<file path="config.mk">
export PLATFORM = sky130hd
export DESIGN_NAME = frm_ram
export DESIGN_NICKNAME = d
export VERILOG_FILES = /design/src/design/frm_ram.sv
export SDC_FILE = /design/constraint.sdc
export NUM_CORES = 1
export LEC_CHECK = 0
export ABC_CLOCK_PERIOD_IN_PS = 2810
export BUFFER_PORTS_ARGS = -buffer_cell sky130_fd_sc_hd__buf_2
export CAP_MARGIN = 20
export CORE_MARGIN = 5
export CORE_UTILIZATION = 25
export DETAILED_ROUTE_END_ITERATION = 6
export PLACE_DENSITY = 0.49
export SYNTH_ARGS = -nofsm -noshare
export SYNTH_HDL_FRONTEND = slang
export SYNTH_SLANG_ARGS = --single-unit
</file>
<file path="constraint.sdc">
create_clock -name clk -period 2.81 [get_ports clk]
set_clock_uncertainty 0.15 [all_clocks]
set_input_delay 0.281 -clock clk [delete_from_list [all_inputs] [get_ports clk]]
set_output_delay 0.281 -clock clk [all_outputs]
set_load 0.03 [all_outputs]
</file>
<file path="src/design/frm_ram.sv">
// ----------------------------------------------------------------------------
// frm_ram
// Generic single-write, single-read synchronous RAM with registered read data.
// ----------------------------------------------------------------------------
module frm_ram #(
    parameter int WIDTH = 24,
    parameter int DEPTH = 64
) (
    input  logic                                      clk,
    input  logic                                      we,
    input  logic [((DEPTH > 1) ? $clog2(DEPTH) : 1)-1:0] waddr,
    input  logic [WIDTH-1:0]                          wdata,
    input  logic [((DEPTH > 1) ? $clog2(DEPTH) : 1)-1:0] raddr,
    output logic [WIDTH-1:0]                          rdata
);

    logic [WIDTH-1:0] mem [DEPTH];
    logic [WIDTH-1:0] rdata_reg;

    always_ff @(posedge clk)
    begin
        if (we)
        begin
            mem[waddr] <= wdata;
        end
        rdata_reg <= mem[raddr];
    end

    assign rdata = rdata_reg;

endmodule

</file>
# Yosys cells after proc, flatten, opt, wreduce, memory -nomap -nowiden
# Memories as Yosys holds them, arrays and structs flattened. A register that Yosys moved wholly into a read port is not among the register bits.
# Index checks and enable logic that the tools add are counted.
# totals
reg_bits	0
mem_bits_rw	1536
inputBits	38
output_inout_bits	24
n_memories	1
# classes
muxes	2
# memory_table
name	depth	word_bits	read_ports	rd_ports_with_merged_regs	write_ports	line	rtl
mem	64	24	1	1	1	17	logic [WIDTH-1:0] mem [DEPTH];
# op_table
operator	n
2-to-1 mux 1 bit	2

# Logic depth before layout (Yosys ltp)
# logic_depth
ltp_word	2
ltp_mapped	9
ltp_nobuf	5

# Least setup slack after synthesis
# OpenSTA, ideal clock, no wires.
# synth_timing
path_kind	in2reg
startpoint	input waddr[3] in the netlist's numbering
endpoint	memory mem[48][0] (enable)
setup_ns	0.435
arrival_time_ns	2.443
setup_slack_ns	-0.218
path_stages	4
n_path_buf	1
path_cell_list	clkbuf_1 > nor2b_1 > nand4b_1 > nor3_1
# synth_lines
element	line	rtl
from (decl)	11	input logic [((DEPTH > 1) ? $clog2(DEPTH) : 1)-1:0] waddr,
to (decl)	17	
# Straight into the memory's write port.

==> impl_metrics.ini <==
[drt]
routedWlPerCell_um = 25.1
drt-pass1-iter-count = 5
vias_per_cell = 4.53
postRouteAntennaNets = 0
vias = 28600
drc_errors = 0
routed_wl_um = 159000
drt_iter0_drc = 2347

[placement]
dp_hpwl_um = 97100
pre_cts_ws_ns = -0.221
place_inst = 5978
place_congestion = 0.751
place.port_buffers = 61

[worst_setup_path]
critPathRequiredTime_ns = 3.34
crit_arrival_ns = 2.86
worst-setup-path-type = reg2reg
path_max_fanout = 1
start_kind = flop
end_kind = flop

[cts]
clk_pin_slew_ns = 0.06
cts.sinks = 1560
cts_root_buf = clkbuf_16
clock_latency_ns = 0.78
clock_path_buffers = 3
post-cts-setup-buffers = 0
cts_max_level = 4
cts_tree = done
numCtsBuffers = 163

[synthesis]
syn_nets = 2648
ys_seq_area_frac = 0.786
ys_types = 40
netlist_area_um2 = 59300
synth_seq_cells = 1560
syn_inst = 2610
avgSynthCellArea_um2 = 22.7
yosysWarnings = 0

[power]
power.leakage_uw = 0.0224
ir_worst_vdd_v = 0.000559
power_density_nw_per_um2 = 690

[timing]
hold_ws_ns = 0.0485
fin_ws_ns = 0.478
fin_crit_ns = 2.33
worst_pin_slew_ns = 1.14
rsz0062_at_grt = false
fmax_ghz = 0.429
fin_setup_tns_ns = 0
setup_viol = 0
period_share = 0.830
drv_slew = 0
hold_violations = 0
relSlewSlack = 0.239

[worst_hold_path]
hp-class = in2reg

[die]
ios = 62
rows = 178
fp.dieArea_um2 = 247000
start_util = 0.252
coreArea_um2 = 236000
fp.dieW_um = 497
fp.dieH_um = 497

[global_routing]
antenna_found_initial = 15
grt_pass1_vias = 29900
grt_use_total = 0.126
grt_pass1_wl_um = 227000
grt_start_max_net_pins = 65
grt-ovfl-total = 0

[finish]
nets = 3051
largest_register_ffs = 1536
final_core_util = 0.304
syn_to_final_growth_pct = 20.7
instances_no_fill = 6306
drive_gt1_frac = 0.336

[run]
maxCapViolCount = 0

[status]
status = finished clean
-- timing repair --
action	in CTS	in global routing
endpoints found under the hold margin	440	0
resized for setup	0	0
hold buffers	20	0
-- synth_stat cells --
library cell / n / area (um^2)
nand4_1: 2 / 12.5
nor3_1: 2 / 10.0
clkinv_1: 1 / 3.75
o22ai_1: 53 / 332
buf_1: 13 / 48.8
nand3_1: 20 / 100
nand4b_1: 1 / 8.76
o21a_1: 13 / 97.6
o21ai_0: 12 / 60.1
nand2b_1: 6 / 37.5
dfxtp_1: 24 / 480
mux4_2: 355 / 8000
inv_2: 1 / 3.75
o211ai_1: 2 / 15.0
mux2i_1: 95 / 951
buf_6: 8 / 90.1
or3b_2: 3 / 26.3
nor2_1: 80 / 300
a221oi_1: 52 / 455
a221o_1: 4 / 40.0
and2b_1: 1 / 7.51
o21ai_1: 6 / 30.0
and2_0: 1 / 6.26
clkbuf_1: 44 / 165
a22oi_1: 29 / 218
and3_1: 16 / 100
clkbuf_4: 1 / 7.51
and2_1: 3 / 18.8
nand2_1: 36 / 135
o221ai_1: 1 / 8.76
nand3b_1: 3 / 22.5
or2_2: 3 / 18.8
buf_2: 45 / 225
mux2_2: 53 / 597
a21oi_1: 22 / 110
a31oi_1: 13 / 81.3
edfxtp_1: 1536 / 46100
nor2b_1: 9 / 56.3
buf_4: 31 / 233
or3_1: 10 / 62.6
-- final timing paths --
path,startpoint,end,slack (ns),cells past startpoint
setup / recovery,mem[39][19]$_DFFE_PP_,rdata[19]$_DFF_P_,0.48,5
hold / removal,wdata[14],mem[35][14]$_DFFE_PP_,0.05,1
setup reg to reg,mem[39][19]$_DFFE_PP_,rdata[19]$_DFF_P_,0.48,5
hold reg to reg,mem[37][20]$_DFFE_PP_,rdata[20]$_DFF_P_,0.68,4
-- critical path, cell delays in order, from the launching register on --
cell and delay [ns]:
edfxtp_1 0.35, mux4_2 0.48, mux2_2 0.29, a221oi_1 0.67
a31oi_1 0.14, o21a_1 0.15
-- cells by family after synthesis --
family,after synthesis,share of synthesized area
muxes,503,0.161
AOI/OAI and AO/OA,207,0.0244
buffers and inverters,144,0.0131
DFF,1560,0.786
and+or+nand+nor,196,0.0156
-- metal layers --
| layer | wire length (um) | track usage |
|---|---|---|
| met5 | 0 | 0 |
| met4 | 4700 | 0.0437 |
| met3 | 6950 | 0.0199 |
| met2 | 77800 | 0.208 |
| met1 | 69100 | 0.169 |
-- report_power, final --
group / switching, uW / leakage [uW] / internal (uW)
clock: 8850 / 0.00251 / 11900
combinational: 1630 / 0.00583 / 1080
sequential: 88.6 / 0.0140 / 25800
-- layout by cell type (no fill, tap or decap), types with 10 or more instances in the layout --
cell type      netlist  final
o22ai_1             53     53
nand3_1             20     20
clkbuf_16            0    169
mux2_2              53     53
clkinv_1             1     39
buf_4               31    228
mux4_2             355    355
buf_2               45     57
o21ai_0             12     12
nand2_1             36     36
dfxtp_1             24     24
nor2_2               0     46
buf_12               0     72
dlygate4sd3_1        0     20
edfxtp_1          1536   1536
o21a_1              13     13
nor2_1              80     18
or3_1               10     10
a221oi_1            52     52
and3_1              16     16
mux2i_1             95     95
clkinv_2             0     24
a21oi_1             22     22
a22oi_1             29     29
a31oi_1             13     13
clkbuf_1            44     44
nor2_4               0     16
-- area by class of cell --
class | instances | area, um^2
multi-input combinational | 906 | 12200
inverter | 2 | 7.51
tap | 3150 | 3940
clock buffer | 219 | 4480
sequential | 1560 | 46600
timing repair buffer | 380 | 3680
fill | 22900 | 164000
clock inverter | 84 | 654
antenna | 5 | 12.5
-- metrics by stage --
stage | cell area [um^2] | total power (uW)
6_report | 71600 | 49300
5_1_grt | 71500 | 51100
4_1_cts | 71500 | 49900
3_5_place_dp | 66200 | 29100
3_3_place_gp | 66200 | 29100
2_1_floorplan | 59300 | 27700
(Power assumes the default switching activity.)
